### src/rtl/lufd_pkg.sv
`default_nettype none
// ----------------------------------------------------------------------------
// lufd_pkg
// Shared types and constants for the lap unit frame decoder.
// ----------------------------------------------------------------------------
package lufd_pkg;

    localparam int MAX_FRAME = 32;
    localparam int LEN_W     = $clog2(MAX_FRAME + 1);
    localparam int IDX_W     = $clog2(MAX_FRAME);

    localparam logic [7:0] TERMINATOR = 8'd36;
    localparam logic [7:0] ASCII_ZERO = 8'd48;
    localparam logic [7:0] DRIVER_OFS = 8'd49;
    localparam logic [7:0] CTRL_LOW   = 8'd63;
    localparam logic [7:0] CTRL_HIGH  = 8'd127;
    localparam logic [7:0] OVF_SLOT   = 8'((MAX_FRAME + 1) % 256);

    localparam int LEN_STATUS  = 18;
    localparam int LEN_DRIVER  = 12;
    localparam int LEN_CTRL    = 6;
    localparam int LEN_PROGRAM = 4;

    localparam int TDATA_W = 160;
    localparam int PAD_W   = 5;

    typedef enum logic [2:0] {
        KIND_STATUS  = 3'd0,
        KIND_DRIVER  = 3'd1,
        KIND_VERSION = 3'd2,
        KIND_CTRL    = 3'd3,
        KIND_PROGRAM = 3'd4,
        KIND_LEN_ERR = 3'd5
    } kind_t;

    // most significant field first, so slot_id lands in the lowest bits
    typedef struct packed {
        logic [PAD_W-1:0] pad;
        logic [8:0]       program_value_command;
        logic [5:0]       ctrl_chaos;
        logic [5:0]       ctrl_button;
        logic [23:0]      ctrl_speed;
        logic [5:0]       ctrl_valid;
        logic [5:0]       in_box;
        logic [1:0]       fuel_mode;
        logic [47:0]      fuel_levels;
        logic [7:0]       code_digit;
        logic [31:0]      timer_value;
        logic [7:0]       slot_id;
    } result_t;

endpackage
`default_nettype wire

### src/rtl/lap_unit_frame_decoder_unit.sv
`default_nettype none
// ----------------------------------------------------------------------------
// lap_unit_frame_decoder_unit
// Collects received bytes up to a '$' terminator and decodes the frame.
// ----------------------------------------------------------------------------
// Output: a result word is registered from the accepted terminating byte and shows in the cycle after it.
// Throughput: one input word per cycle; input stalls only while a result
//   word waits in the output register and the sink is not ready.
// Reset: frame length and output valid clear asynchronously; the frame
//   store has no reset.
module lap_unit_frame_decoder_unit
(
    input  wire logic         clk,
    input  wire logic         rst_n,
    input  wire logic         s_axis_tvalid,
    output logic              s_axis_tready,
    input  wire logic [7:0]   s_axis_tdata,   // rx_byte
    output logic              m_axis_tvalid,
    input  wire logic         m_axis_tready,
    // slot_id, timer_value, code_digit, fuel_levels, fuel_mode, in_box,
    // ctrl_valid, ctrl_speed, ctrl_button, ctrl_chaos, program_value_command
    output logic [lufd_pkg::TDATA_W-1:0] m_axis_tdata,
    output logic [2:0]        m_axis_tuser    // kind
);

    logic [7:0]                 store_reg [lufd_pkg::MAX_FRAME];
    logic [lufd_pkg::LEN_W-1:0] frame_length_reg, frame_length_next;
    logic                       valid_reg, valid_next;
    lufd_pkg::kind_t            kind_reg, kind_next;
    lufd_pkg::result_t          result_reg, result_next;

    logic       in_accept;
    logic       is_term;
    logic       full;
    logic       produce;
    logic       store_wr;
    logic [9:0] fm_v;
    logic [9:0] fm_adj;

    assign s_axis_tready = !valid_reg || m_axis_tready;
    assign in_accept     = s_axis_tvalid && s_axis_tready;
    assign is_term       = (s_axis_tdata == lufd_pkg::TERMINATOR);
    assign full          = (frame_length_reg == lufd_pkg::LEN_W'(lufd_pkg::MAX_FRAME));
    assign store_wr      = in_accept && !is_term && !full;

    always_ff @(posedge clk)
    begin
        if (store_wr)
        begin
            store_reg[frame_length_reg[lufd_pkg::IDX_W-1:0]] <= s_axis_tdata;
        end
    end

    // fuel mode: signed byte 11 less '0', less 12, 8 or 4 once when above 11, 7 or 3
    assign fm_v = {{2{store_reg[11][7]}}, store_reg[11]} - 10'd48;

    always_comb
    begin
        if ($signed(fm_v) > 10'sd11)
        begin
            fm_adj = fm_v - 10'd12;
        end
        else if ($signed(fm_v) > 10'sd7)
        begin
            fm_adj = fm_v - 10'd8;
        end
        else if ($signed(fm_v) > 10'sd3)
        begin
            fm_adj = fm_v - 10'd4;
        end
        else
        begin
            fm_adj = fm_v;
        end
    end

    always_comb
    begin
        frame_length_next = frame_length_reg;
        produce           = 1'b0;
        kind_next         = lufd_pkg::KIND_LEN_ERR;
        result_next       = '0;

        if (in_accept)
        begin
            if (!is_term)
            begin
                if (full)
                begin
                    frame_length_next   = '0;
                    produce             = 1'b1;
                    result_next.slot_id = lufd_pkg::OVF_SLOT;
                end
                else
                begin
                    frame_length_next = frame_length_reg + 1'b1;
                end
            end
            else
            begin
                frame_length_next = '0;
                produce           = (frame_length_reg > lufd_pkg::LEN_W'(1));
                if (frame_length_reg == lufd_pkg::LEN_W'(lufd_pkg::LEN_STATUS))
                begin
                    kind_next = lufd_pkg::KIND_STATUS;
                    for (int n = 0; n < 6; n++)
                    begin
                        result_next.fuel_levels[8*n +: 8] = store_reg[2+n] - lufd_pkg::ASCII_ZERO;
                    end
                    result_next.code_digit = store_reg[10] - lufd_pkg::ASCII_ZERO;
                    result_next.fuel_mode  = (fm_adj == 10'd1) ? 2'd1 :
                                             (fm_adj == 10'd2) ? 2'd2 : 2'd0;
                    result_next.in_box     = {store_reg[13][1:0], store_reg[12][3:0]};
                end
                else if (frame_length_reg == lufd_pkg::LEN_W'(lufd_pkg::LEN_DRIVER))
                begin
                    kind_next               = lufd_pkg::KIND_DRIVER;
                    result_next.slot_id     = store_reg[1] - lufd_pkg::DRIVER_OFS;
                    result_next.timer_value = {store_reg[3][3:0], store_reg[2][3:0],
                                               store_reg[5][3:0], store_reg[4][3:0],
                                               store_reg[7][3:0], store_reg[6][3:0],
                                               store_reg[9][3:0], store_reg[8][3:0]};
                    result_next.code_digit  = store_reg[10] - lufd_pkg::ASCII_ZERO;
                end
                else if (frame_length_reg == lufd_pkg::LEN_W'(lufd_pkg::LEN_CTRL))
                begin
                    if (store_reg[0] == lufd_pkg::ASCII_ZERO)
                    begin
                        kind_next = lufd_pkg::KIND_VERSION;
                    end
                    else
                    begin
                        kind_next = lufd_pkg::KIND_CTRL;
                        for (int n = 0; n < 6; n++)
                        begin
                            if (store_reg[n] > lufd_pkg::CTRL_LOW &&
                                store_reg[n] < lufd_pkg::CTRL_HIGH)
                            begin
                                result_next.ctrl_valid[n]        = 1'b1;
                                result_next.ctrl_speed[4*n +: 4] = store_reg[n][5:2];
                                result_next.ctrl_button[n]       = !store_reg[n][1];
                                result_next.ctrl_chaos[n]        = store_reg[n][0];
                            end
                        end
                    end
                end
                else if (frame_length_reg == lufd_pkg::LEN_W'(lufd_pkg::LEN_PROGRAM))
                begin
                    kind_next                         = lufd_pkg::KIND_PROGRAM;
                    result_next.slot_id               = {5'd0, store_reg[1][2:0]};
                    result_next.program_value_command = {store_reg[2][3:0], store_reg[3][4:0]};
                end
                else
                begin
                    result_next.slot_id = 8'(frame_length_reg);
                end
            end
        end

        if (produce)
        begin
            valid_next = 1'b1;
        end
        else if (m_axis_tready)
        begin
            valid_next = 1'b0;
        end
        else
        begin
            valid_next = valid_reg;
        end
    end

    always_ff @(posedge clk or negedge rst_n)
    begin
        if (!rst_n)
        begin
            frame_length_reg <= '0;
            valid_reg        <= 1'b0;
        end
        else
        begin
            frame_length_reg <= frame_length_next;
            valid_reg        <= valid_next;
        end
    end

    always_ff @(posedge clk)
    begin
        if (produce)
        begin
            kind_reg   <= kind_next;
            result_reg <= result_next;
        end
    end

    assign m_axis_tvalid = valid_reg;
    assign m_axis_tdata  = result_reg;
    assign m_axis_tuser  = kind_reg;

    a_len_bound: assert property (@(posedge clk) disable iff (!rst_n)
        frame_length_reg <= lufd_pkg::LEN_W'(lufd_pkg::MAX_FRAME))
        else $error("frame length beyond store");

    a_len_count: assert property (@(posedge clk) disable iff (!rst_n)
        store_wr |=> frame_length_reg == $past(frame_length_reg) + 1'b1)
        else $error("stored byte not counted");

    a_len_clear: assert property (@(posedge clk) disable iff (!rst_n)
        (in_accept && is_term) |=> frame_length_reg == '0)
        else $error("length not cleared after terminator");

    a_version_zero: assert property (@(posedge clk) disable iff (!rst_n)
        (m_axis_tvalid && m_axis_tuser == lufd_pkg::KIND_VERSION) |-> m_axis_tdata == '0)
        else $error("version word carries data");

    a_short_silent: assert property (@(posedge clk) disable iff (!rst_n)
        (in_accept && is_term && frame_length_reg <= lufd_pkg::LEN_W'(1)) |-> !produce)
        else $error("short frame produced a word");

endmodule
`default_nettype wire

### config.mk
export PLATFORM = sky130hd
export DESIGN_NAME = lap_unit_frame_decoder_unit
export DESIGN_NICKNAME = d
export VERILOG_FILES = /design/src/rtl/lufd_pkg.sv /design/src/rtl/lap_unit_frame_decoder_unit.sv
export SDC_FILE = /design/constraint.sdc
export NUM_CORES = 1
export LEC_CHECK = 0
export BUFFER_PORTS_ARGS = -buffer_cell sky130_fd_sc_hd__buf_2
export CELL_PAD_IN_SITES_DETAIL_PLACEMENT = 0
export CELL_PAD_IN_SITES_GLOBAL_PLACEMENT = 1
export CORE_ASPECT_RATIO = 1.5
export CORE_UTILIZATION = 46
export DETAILED_ROUTE_END_ITERATION = 6
export MAX_ROUTING_LAYER = met4
export PLACE_DENSITY = 0.88
export SYNTH_ARGS = -nofsm -noshare
export SYNTH_HDL_FRONTEND = slang
export SYNTH_SLANG_ARGS = --single-unit
### constraint.sdc
create_clock -name clk -period 18.77 [get_ports clk]
set_clock_uncertainty 0.2 [all_clocks]
set_input_delay 3.754 -clock clk [delete_from_list [all_inputs] [get_ports clk]]
set_output_delay 3.754 -clock clk [all_outputs]
set_load 0.02 [all_outputs]
==> metrics.md, run 1 <==
| Metric | Value |
|---|---|
| Status | `complete, no violations` |
| Type of origin of the critical path | `input port` |
| WL/cell | `19.2 um` |
| Global-route wire length before repair | `33100 um` |
| # H-tree levels | `1` |
| Final setup TNS | `0 ns` |
| Worst Setup SP | `m_axis_tready` |
| Max Cap Violations | `0` |
| Core ar. | `21900 um^2` |
| GRT Total Usage | `19.2%` |
| Fmax achieved | `122 MHz` |
| GRT overflow | `0` |
| CP Cell Sequence | `buf_2, nand2b_1, buf_2` |
| Area Growth Syn to Fin | `18.9%` |
| Ys flop type | `edfxtp_1` |
| Fillers | `1716` |
| Die area | `23200 um^2` |
| Asr flop ratio synth | `2.70%` |
| Worst R2R End | `m_axis_tdata[72]` |
| Fin Hold WS | `0.321 ns` |
| Vias | `5997` |
| CP required | `14.82 ns` |
| Period utilization | `43.7%` |
| Final layout net count | `883` |
| Worst r2r src | `frame_length_reg[2]` |
| Std-Cell Rows | `66` |
| Sequential area share after synthesis | `74.6%` |
| Fraction of layout cells with a size suffix above 1 | `27.0%` |
| Buffer count from post-CTS setup fixing | `0` |
| PortBufs | `171` |
| CP endpoint kind | `primary output` |
| Slew Viols, Final | `0` |
| Worst-margin pin slew | `1.24 ns` |
| Vias in the first global route | `5946` |
| Critical-path top delay cell | `nand2b_1` |
| Final Hold Fails | `0` |
| Fin crit period | `8.20 ns` |
| Initial Utilization | `47.4%` |
| Vias per Instance | `5.27` |
| RSZ-0062 raised after global routing | `false` |
| Initial antenna violation count | `0` |
| Clk Latency, worst-skew pair | `0.51 ns` |
| Hold-fix buffers, CTS | `0` |
| Root Buffer | `clkbuf_16` |
| Routed wire length | `21900 um` |
| Kind of critical path | `input port to primary output` |
| Number of flops mapped to enable cells by yosys | `252` |
| Max FFs per register | `155` |
| # diodes | `0` |
| Post-CTS sizing | `0` |
| CTS clk-pin slew, worst paths | `0.06 ns` |
| R2r worst-path depth | `6` |
| Max_slew headroom | `17.5%` |
| Worst slack, placed | `10.58 ns` |
| Seq cells post-synth | `259` |
| Placer Congestion | `0.869` |
| CP arrival | `4.25 ns` |
| Leakage Power | `4.62 nW` |
| Slowest stage delay, CP | `0.21 ns` |
| Die width | `125 um` |
| Mapped Cells | `668` |
| Cts bufs inserted | `24` |
| Netlist cell types | `56` |
| Longest Clk Path Bufs | `3` |
| Chip Height | `186 um` |
| Final setup vio count | `0` |
| CTS Sinks | `259` |
| Hpwl dp | `15100 um` |
| Power per cell area | `98.1 nW/um^2` |
| DRT Pass-1 Iters | `5` |
| CTS tree | `yes` |
| DR iter-0 viols | `444` |
| Cell with the most instances on the worst path | `buf_2` |
| Drc violations | `0` |
| Crit Path Max Fanout | `5` |
| Num ports | `177` |
| Post-route ant nets | `0` |
| Ys Warns | `0` |
| Flop-to-flop setup slack | `14.63 ns` |
| Avg Cell Area, Syn | `15.5 um^2` |
| Worst setup path end | `s_axis_tready` |
| Largest net degree at the start of global routing | `78` |
| PnR worst setup slack | `10.57 ns` |
| Worst Hold Class | `flip-flop to flip-flop` |
| Cell area after synthesis | `10400 um^2` |
| Max VDD drop | `0.0572 mV` |
[metrics by stage]
step	area, um^2	utilization [%]	total power (W)	instances
6_report	12300	56.4	0.00121	1139
5_1_grt	12300	56.4	0.00125	1139
4_1_cts	12300	56.4	0.00122	1139
3_5_place_dp	11500	52.7	0.000742	1095
3_3_place_gp	11500	52.7	0.000740	1095
2_1_floorplan	10400	-	0.000716	672
[synth_stat cells (all sizes together) (2+ instances only)]
library cell	n	area share, %
xor2	9	0.76
o21bai	2	0.14
and2	88	5.3
or4b	4	0.42
nor3	14	0.88
nand2b	7	0.42
o211ai	2	0.14
a21boi	2	0.14
a311oi	2	0.17
inv	11	0.40
nor4b	7	1.5
xnor2	12	1.0
nand2	27	1.0
dfrtp	7	1.7
clkbuf	18	0.65
buf	8	0.49
nand4	5	0.30
nor4	7	0.42
o31ai	2	0.14
or2	2	0.12
edfxtp	252	73
nor2	42	1.5
ha	22	2.7
o21ai	18	0.87
nand3b	2	0.14
a211oi	3	0.22
nor2b	8	0.48
nand3	13	0.63
a31oi	2	0.12
and3	36	2.2
a21oi	17	0.82
[routing by layer]
| layer | global-route usage, % | part of all wire, % | vias to the layer above |
|---|---|---|---|
| met5 | - | 0 | - |
| met4 | 8.82 | 4.0 | 0 |
| met3 | 2.21 | 4.6 | 54 |
| met2 | 34.0 | 54 | 214 |
| met1 | 22.0 | 38 | 2894 |
| li1 | - | - | 2835 |
[critical path: cells and delay by family]
kind / cells / cell delay, ns
simple gates: 1 / 0.21
buf+inv: 2 / 0.29
[layout by cell type (no fill, tap or decap), types with 3 or more instances in the layout]
| cell type | synthesis | routed |
|---|---|---|
| edfxtp_1 | 252 | 252 |
| buf_2 | 2 | 171 |
| and2_1 | 88 | 88 |
| nor2_1 | 42 | 41 |
| and3_1 | 36 | 36 |
| nand2_1 | 26 | 26 |
| clkbuf_16 | 0 | 25 |
| ha_1 | 22 | 22 |
| o21ai_0 | 18 | 17 |
| a21oi_1 | 17 | 17 |
| nand3_1 | 13 | 13 |
| xnor2_1 | 12 | 12 |
| inv_1 | 11 | 11 |
| nor3_1 | 11 | 10 |
| xor2_1 | 9 | 9 |
| nand2b_1 | 7 | 7 |
| nor2b_1 | 8 | 7 |
| dfrtp_1 | 7 | 7 |
| nor4_1 | 7 | 6 |
| nor4b_4 | 6 | 6 |
| buf_4 | 5 | 6 |
| nand4_1 | 5 | 5 |
| conb_1 | 1 | 5 |
| clkbuf_1 | 18 | 5 |
| nor3_2 | 2 | 3 |
| a211oi_1 | 3 | 3 |
| clkinvlp_4 | 0 | 3 |
| clkinv_1 | 0 | 3 |
| clkinv_2 | 0 | 3 |
[worst min-delay path by stage]
stage                          start  slack, ns           endpoint  cells after the start
floorplan           store_reg[12][2]       0.30  m_axis_tdata[100]                      1
global placement    store_reg[10][2]       0.30   m_axis_tdata[42]                      1
detailed placement  store_reg[10][0]       0.31   m_axis_tdata[40]                      1
CTS                 store_reg[10][0]       0.32   m_axis_tdata[40]                      1
global route        store_reg[10][1]       0.34   m_axis_tdata[41]                      1
finish              store_reg[10][0]       0.32   m_axis_tdata[40]                      1
[power breakdown]
group          internal [W]  switching (W)
clock              0.000280       0.000200
combinational     0.0000193      0.0000425
sequential         0.000648      0.0000203
total              0.000948       0.000262
[layout make-up]
| type | instances | area, um^2 | area share, % |
|---|---|---|---|
| sequential | 259 | 7740 | 62.8 |
| tap | 272 | 340 | 2.76 |
| multi-input combinational | 376 | 2520 | 20.4 |
| timing repair buffer | 177 | 901 | 7.30 |
| clock buffer | 32 | 672 | 5.45 |
| clock inverter | 12 | 120 | 0.974 |
| inverter | 11 | 41.3 | 0.335 |
[logic make-up (layout without fill, tap and decap cells)]
family                   Yosys count  in the layout  synth area share, %
other                              1              5               0.0361
flip-flops                       259            259                 74.6
buffers and inverters             37            232                 1.54
adder cells (fa/ha/maj)           22             22                 2.65
AO/OA/AOI/OAI                     60             60                 3.58
AND/OR/NAND/NOR                  268            268                 15.8
XOR/XNOR                          21             21                 1.77
Power figures use the tool's default switching activity.
==> inputs of run 2 (changes only) <==
- ABC_AREA: unset -> 1
- CORE_UTILIZATION: 46 -> 41
- PLACE_DENSITY: 0.88 -> 0.85
- clock period: 18.77 -> 6.8 ns (I/O delays scaled with it)
==> run 2 against run 1 <==
Critical path type is now input port to flip-flop; cell count grew 18%; highest routed layer unchanged; setup slack lost 7.6 ns; wire length grew 4.6%; flip-flop and latch count is the same; non-clock buffer count shrank 3; power grew to 2.8 times the previous value; via count grew 5.9%; register-to-register slack lost 11 ns; sequential share of layout area shrank 0.46 points; synthesized cell count grew 22%; largest cell class unchanged; global-route usage shrank 1.3 points.
==> metrics.md, run 2 <==
| Metric | Value |
|---|---|
| Status | `complete, no violations` |
| Num ports | `177` |
| Crit Path Max Fanout | `93` |
| Std-Cell Rows | `71` |
| CP required | `6.75 ns` |
| Ys Warns | `0` |
| Placer Congestion | `0.895` |
| Longest Clk Path Bufs | `3` |
| Logic pwr share | `10.5%` |
| Fraction of layout cells with a size suffix above 1 | `25.6%` |
| Period utilization | `56.3%` |
| Die area | `26300 um^2` |
| Sequential area share after synthesis | `73.7%` |
| PortBufs | `171` |
| Global-route wire length before repair | `34300 um` |
| Slew Viols, Final | `0` |
| Seq cells post-synth | `259` |
| RSZ-0062 raised after global routing | `false` |
| Final layout net count | `1038` |
| Vias | `6348` |
| # diodes | `0` |
| Post-route ant nets | `0` |
| Buffer count from post-CTS setup fixing | `0` |
| Number of flops mapped to enable cells by yosys | `252` |
| CP arrival | `3.78 ns` |
| Sw frac | `25.5%` |
| Drc violations | `0` |
| Final Util | `49.4%` |
| Hpwl dp | `16500 um` |
| Commonest non-fill, non-tap cell in the layout | `edfxtp_1` |
| Max VDD drop | `0.173 mV` |
| Register Area | `7740 um^2` |
| Vias in the first global route | `6218` |
| Max Cap Violations | `0` |
| Type of origin of the critical path | `input port` |
| Post-CTS sizing | `0` |
| Root Buffer | `clkbuf_16` |
| Chip Height | `198 um` |
| CTS clk-pin slew, worst paths | `0.06 ns` |
| Area leader, netlist | `edfxtp_1` |
| Cts bufs inserted | `23` |
| Seq pwr share | `55.4%` |
| Internal power | `0.00256 W` |
| Worst Hold Class | `flip-flop to flip-flop` |
| GRT overflow | `0` |
| Vias per Instance | `4.71` |
| DR iter-0 viols | `347` |
| Final Hold Fails | `0` |
| Hold-fix buffers, CTS | `0` |
| Largest net degree at the start of global routing | `94` |
| Count leader, synth | `edfxtp_1` |
| Worst-margin pin slew | `1.08 ns` |
| Fillers | `2251` |
| Kind of critical path | `input port to flip-flop` |
| GRT Total Usage | `17.9%` |
| Max FFs per register | `155` |
| Netlist cell types | `43` |
| Clk Latency, worst-skew pair | `0.52 ns` |
| Multi-input logic area | `2200 um^2` |
| Routed wire length | `22900 um` |
| Net switching power figure | `0.000878 W` |
| Fin crit period | `3.83 ns` |
| WL/cell | `17.0 um` |
| Final setup vio count | `0` |
| Leakage Power | `5.36 nW` |
| Core ar. | `25100 um^2` |
| Clk pwr share | `34.1%` |
| Top post-synthesis cells by area | `edfxtp_1, nor2_1, inv_1` |
| DRT Pass-1 Iters | `4` |
| CTS tree | `yes` |
| Final setup TNS | `0 ns` |
| Die width | `133 um` |
| Mapped Cells | `816` |
| CTS Sinks | `259` |
| Area Growth Syn to Fin | `18.2%` |
| # H-tree levels | `1` |
| Commonest cells after routing, fill and taps aside | `edfxtp_1, buf_2, nor2_1` |
| Power per cell area | `277 nW/um^2` |
| Avg Cell Area, Syn | `12.9 um^2` |
| CP endpoint kind | `flip-flop` |
| Ys flop type | `edfxtp_1` |
| Most frequent cells after synthesis | `edfxtp_1, nor2_1, inv_1` |
| Fmax achieved | `261 MHz` |
| Asr flop ratio synth | `2.70%` |
| Initial antenna violation count | `0` |
| Cell area after synthesis | `10500 um^2` |
| Initial Utilization | `41.8%` |
| Top-area cell type share of the netlist area | `72.0%` |
| Max_slew headroom | `27.5%` |
-- run 2: cell count changes in the layout (fill, tap and decap cells not counted), moves of 10 or more --
cell | before | now
nand2_1 | 26 | 70
inv_1 | 11 | 115
nor2_1 | 41 | 164
and2_1 | 88 | 5
and3_1 | 36 | 0
inv_2 | 0 | 16
xnor2_1 | 12 | 2
-- run 2: final timing paths --
check | start | endpoint | slack (ns) | cells after the start
worst min register to register | store_reg[9][2] | m_axis_tdata[14] | 0.34 | 2
max in group asynchronous | rst_n | m_axis_tvalid | 5.76 | 1
worst max-delay path | s_axis_tdata[2] | m_axis_tdata[54] | 2.97 | 10
worst min-delay path | store_reg[9][2] | m_axis_tdata[14] | 0.34 | 2
min in group asynchronous | rst_n | frame_length_reg[3] | 0.47 | 1
worst max register to register | frame_length_reg[3] | m_axis_tdata[54] | 3.44 | 8
-- run 2: layout make-up --
cell class / instances / share of cell area (%)
timing repair buffer: 174 / 7.17
clock inverter: 15 / 0.665
multi-input combinational: 411 / 17.7
clock buffer: 27 / 4.75
inverter: 135 / 4.10
tap: 328 / 3.30
sequential: 259 / 62.3
-- run 2: per-stage QoR --
step                total power, W  std cells  instance area [um^2]  hold slack, ns  setup WS, ns
finish                     0.00344       1349                 12400           0.343          2.97
floorplan                  0.00219        820                 10500           0.319         0.581
CTS                        0.00346       1349                 12400           0.346          2.97
detailed placement         0.00230       1307                 11800           0.329          2.45
global route               0.00356       1349                 12400           0.372          2.73
global placement           0.00230       1307                 11800           0.328          2.47
-- run 2: kinds of logic (layout without fill, tap and decap cells) --
| family | count (synthesis) | in the layout | share of synthesized area, % |
|---|---|---|---|
| and+or+nand+nor | 310 | 310 | 13.5 |
| DFF | 259 | 259 | 73.7 |
| buffers and inverters | 150 | 351 | 5.67 |
| AOI/OAI and AO/OA | 63 | 63 | 3.56 |
| adders and majority gates | 22 | 22 | 2.62 |
| xor gates and xnor gates | 11 | 11 | 0.917 |
| other | 1 | 5 | 0.0357 |
-- run 2: power groups by stage --
stage / Combinational [W] / Clock (W) / Sequential (W)
2_1_floorplan: 0.000231 / 0 / 0.00195
3_3_place_gp: 0.000364 / 0 / 0.00194
3_5_place_dp: 0.000364 / 0 / 0.00194
4_1_cts: 0.000365 / 0.00119 / 0.00191
5_1_grt: 0.000403 / 0.00125 / 0.00191
6_report: 0.000362 / 0.00117 / 0.00191
-- run 2: critical path, cell delays in order --
cell and delay, ns:
buf_2 0.27, inv_1 0.07, nor4_1 0.23, nand2_1 0.09, clkinv_1 0.07, nand2_1 0.10, inv_2 0.12, o21ai_0 0.19
nand2_4 0.66, buf_12 0.42
-- run 2: layer usage --
layer | part of all wire (%) | vias to the layer above | global-route usage, %
li1 | - | 3114 | -
met1 | 38 | 3042 | 19.2
met2 | 55 | 140 | 33.8
met3 | 3.1 | 52 | 1.69
met4 | 3.5 | 0 | 7.07
met5 | 0 | - | -
==> inputs of run 3 (changes only) <==
- clock period: 6.8 -> 3.2 ns (I/O delays scaled with it)
==> run 3 against run 2 <==
Combinational power increased by 140%; die area unchanged; clock power increased by 120%.
==> metrics.md, run 3 (same netlist as run 2, synthesis figures left out) <==
| Metric | Value |
|---|---|
| DR iter-0 viols | `334` |
| Longest Clk Path Bufs | `3` |
| Cell with the most instances on the worst path | `inv_1` |
| Initial antenna violation count | `0` |
| Die area | `26300 um^2` |
| Fin crit period | `2.67 ns` |
| Type of origin of the critical path | `flip-flop` |
| Slowest stage delay, CP | `0.84 ns` |
| Vias in the first global route | `6520` |
| Final layout net count | `1062` |
| GRT overflow | `0` |
| Drc violations | `0` |
| Initial Utilization | `41.8%` |
| Vias | `6545` |
| CTS Sinks | `259` |
| CP required | `3.14 ns` |
| DRT Pass-1 Iters | `5` |
| Kind of critical path | `flip-flop to flip-flop` |
| Finished layout cell area | `12700 um^2` |
| Fmax achieved | `374 MHz` |
| Worst Hold Class | `input port to flip-flop` |
| Critical-path top delay cell | `nor3_1` |
| Leakage Power | `5.51 nW` |
| Placer Congestion | `0.872` |
| CP arrival | `2.61 ns` |
| Chip Height | `198 um` |
| Global-route wire length before repair | `35600 um` |
| PortBufs | `171` |
| Fraction of layout cells with a size suffix above 1 | `27.2%` |
| # H-tree levels | `1` |
| Final setup TNS | `0 ns` |
| Post-CTS sizing | `0` |
| Top delay family on crit path | `simple AND/OR/NAND/NOR gates` |
| PnR worst setup slack | `0.526 ns` |
| Worst slack, placed | `0.278 ns` |
| CTS clk-pin slew, worst paths | `0.06 ns` |
| Final setup vio count | `0` |
| Area Growth Syn to Fin | `21.2%` |
| Slew Viols, Final | `0` |
| Routed wire length | `23800 um` |
| Period utilization | `83.6%` |
| Std-Cell Rows | `71` |
| Crit Path Max Fanout | `8` |
| Max FFs per register | `155` |
| Largest net degree at the start of global routing | `38` |
| CP Cell Sequence | `inv_1, ha_1, inv_1, nor3_1, nor2_2, inv_1, nor3_1` |
| Post-route ant nets | `0` |
| Max Cap Violations | `0` |
| Vias per Instance | `4.77` |
| Fin Hold WS | `0.251 ns` |
| Worst path bufs/invs | `3` |
| Commonest cells after routing, fill and taps aside | `edfxtp_1, buf_2, nor2_1` |
| # diodes | `0` |
| Buffer count from post-CTS setup fixing | `0` |
| Worst-margin pin slew | `1.10 ns` |
| Cts bufs inserted | `23` |
| Num ports | `177` |
| Max_slew headroom | `26.3%` |
| Clk Latency, worst-skew pair | `0.52 ns` |
| Final Hold Fails | `0` |
| Die width | `133 um` |
| CTS tree | `yes` |
| Commonest non-fill, non-tap cell in the layout | `edfxtp_1` |
| Placed Area | `12000 um^2` |
| Final Util | `50.7%` |
| Core ar. | `25100 um^2` |
| WL/cell | `17.3 um` |
| Max VDD drop | `0.351 mV` |
| Power per cell area | `590 nW/um^2` |
| Status | `complete, no violations` |
| Root Buffer | `clkbuf_16` |
| Hpwl dp | `17100 um` |
| GRT Total Usage | `18.7%` |
| CP endpoint kind | `flip-flop` |
| Hold-fix buffers, CTS | `1` |
| RSZ-0062 raised after global routing | `false` |
-- run 3: cell count changes in the layout (fill, tap and decap cells not counted), sizes merged --
cell / delta
clkinv: -4
dlygate4sd3: +1
buf: +23
clkbuf: +3
bufinv: +1
inv: -1
-- run 3: cell type report --
type	instances	area, um^2
Clock buffer	30	632
Tap cell	328	410
Fill cell	2170	12400
Multi-Input combinational cell	411	2210
Clock inverter	11	85.1
Inverter	135	509
Sequential cell	259	7740
Timing Repair Buffer	198	1150
-- run 3: per-stage QoR --
stage	power, W	instances
floorplan	0.00463	820
global placement	0.00496	1330
detailed placement	0.00496	1330
CTS	0.00757	1372
global route	0.00777	1372
finish	0.00752	1372
-- run 3: metal layers --
metal	vias to the layer above	wire, um	GRT usage, %
met5	-	0	-
met2	200	13200	35.5
met4	0	1070	8.85
met1	3107	8540	19.3
li1	3170	-	-
met3	68	935	1.95
-- run 3: final timing paths --
check | start | to | slack, ns | depth (start not counted)
setup / recovery | frame_length_reg[0] | store_reg[2][2] | 0.53 | 7
hold / removal | m_axis_tready | m_axis_tvalid | 0.25 | 4
setup reg to reg | frame_length_reg[0] | store_reg[2][2] | 0.53 | 7
hold reg to reg | store_reg[9][0] | m_axis_tdata[12] | 0.35 | 2
max in group asynchronous | rst_n | frame_length_reg[1] | 2.31 | 2
min in group asynchronous | rst_n | m_axis_tvalid | 0.30 | 2
-- run 3: tightest hold or removal path, delay by kind of cell --
| kind | cells | cell delay [ns] |
|---|---|---|
| buf+inv | 2 | 0.10 |
| simple gates | 2 | 0.18 |
-- run 3: power by group --
part | leakage (nW) | total, W | internal, W | switching (W)
combinational | 2.58 | 0.000855 | 0.000235 | 0.000619
sequential | 2.58 | 0.00404 | 0.00393 | 0.000107
clock | 0.349 | 0.00263 | 0.00147 | 0.00115
total | 5.51 | 0.00752 | 0.00564 | 0.00188
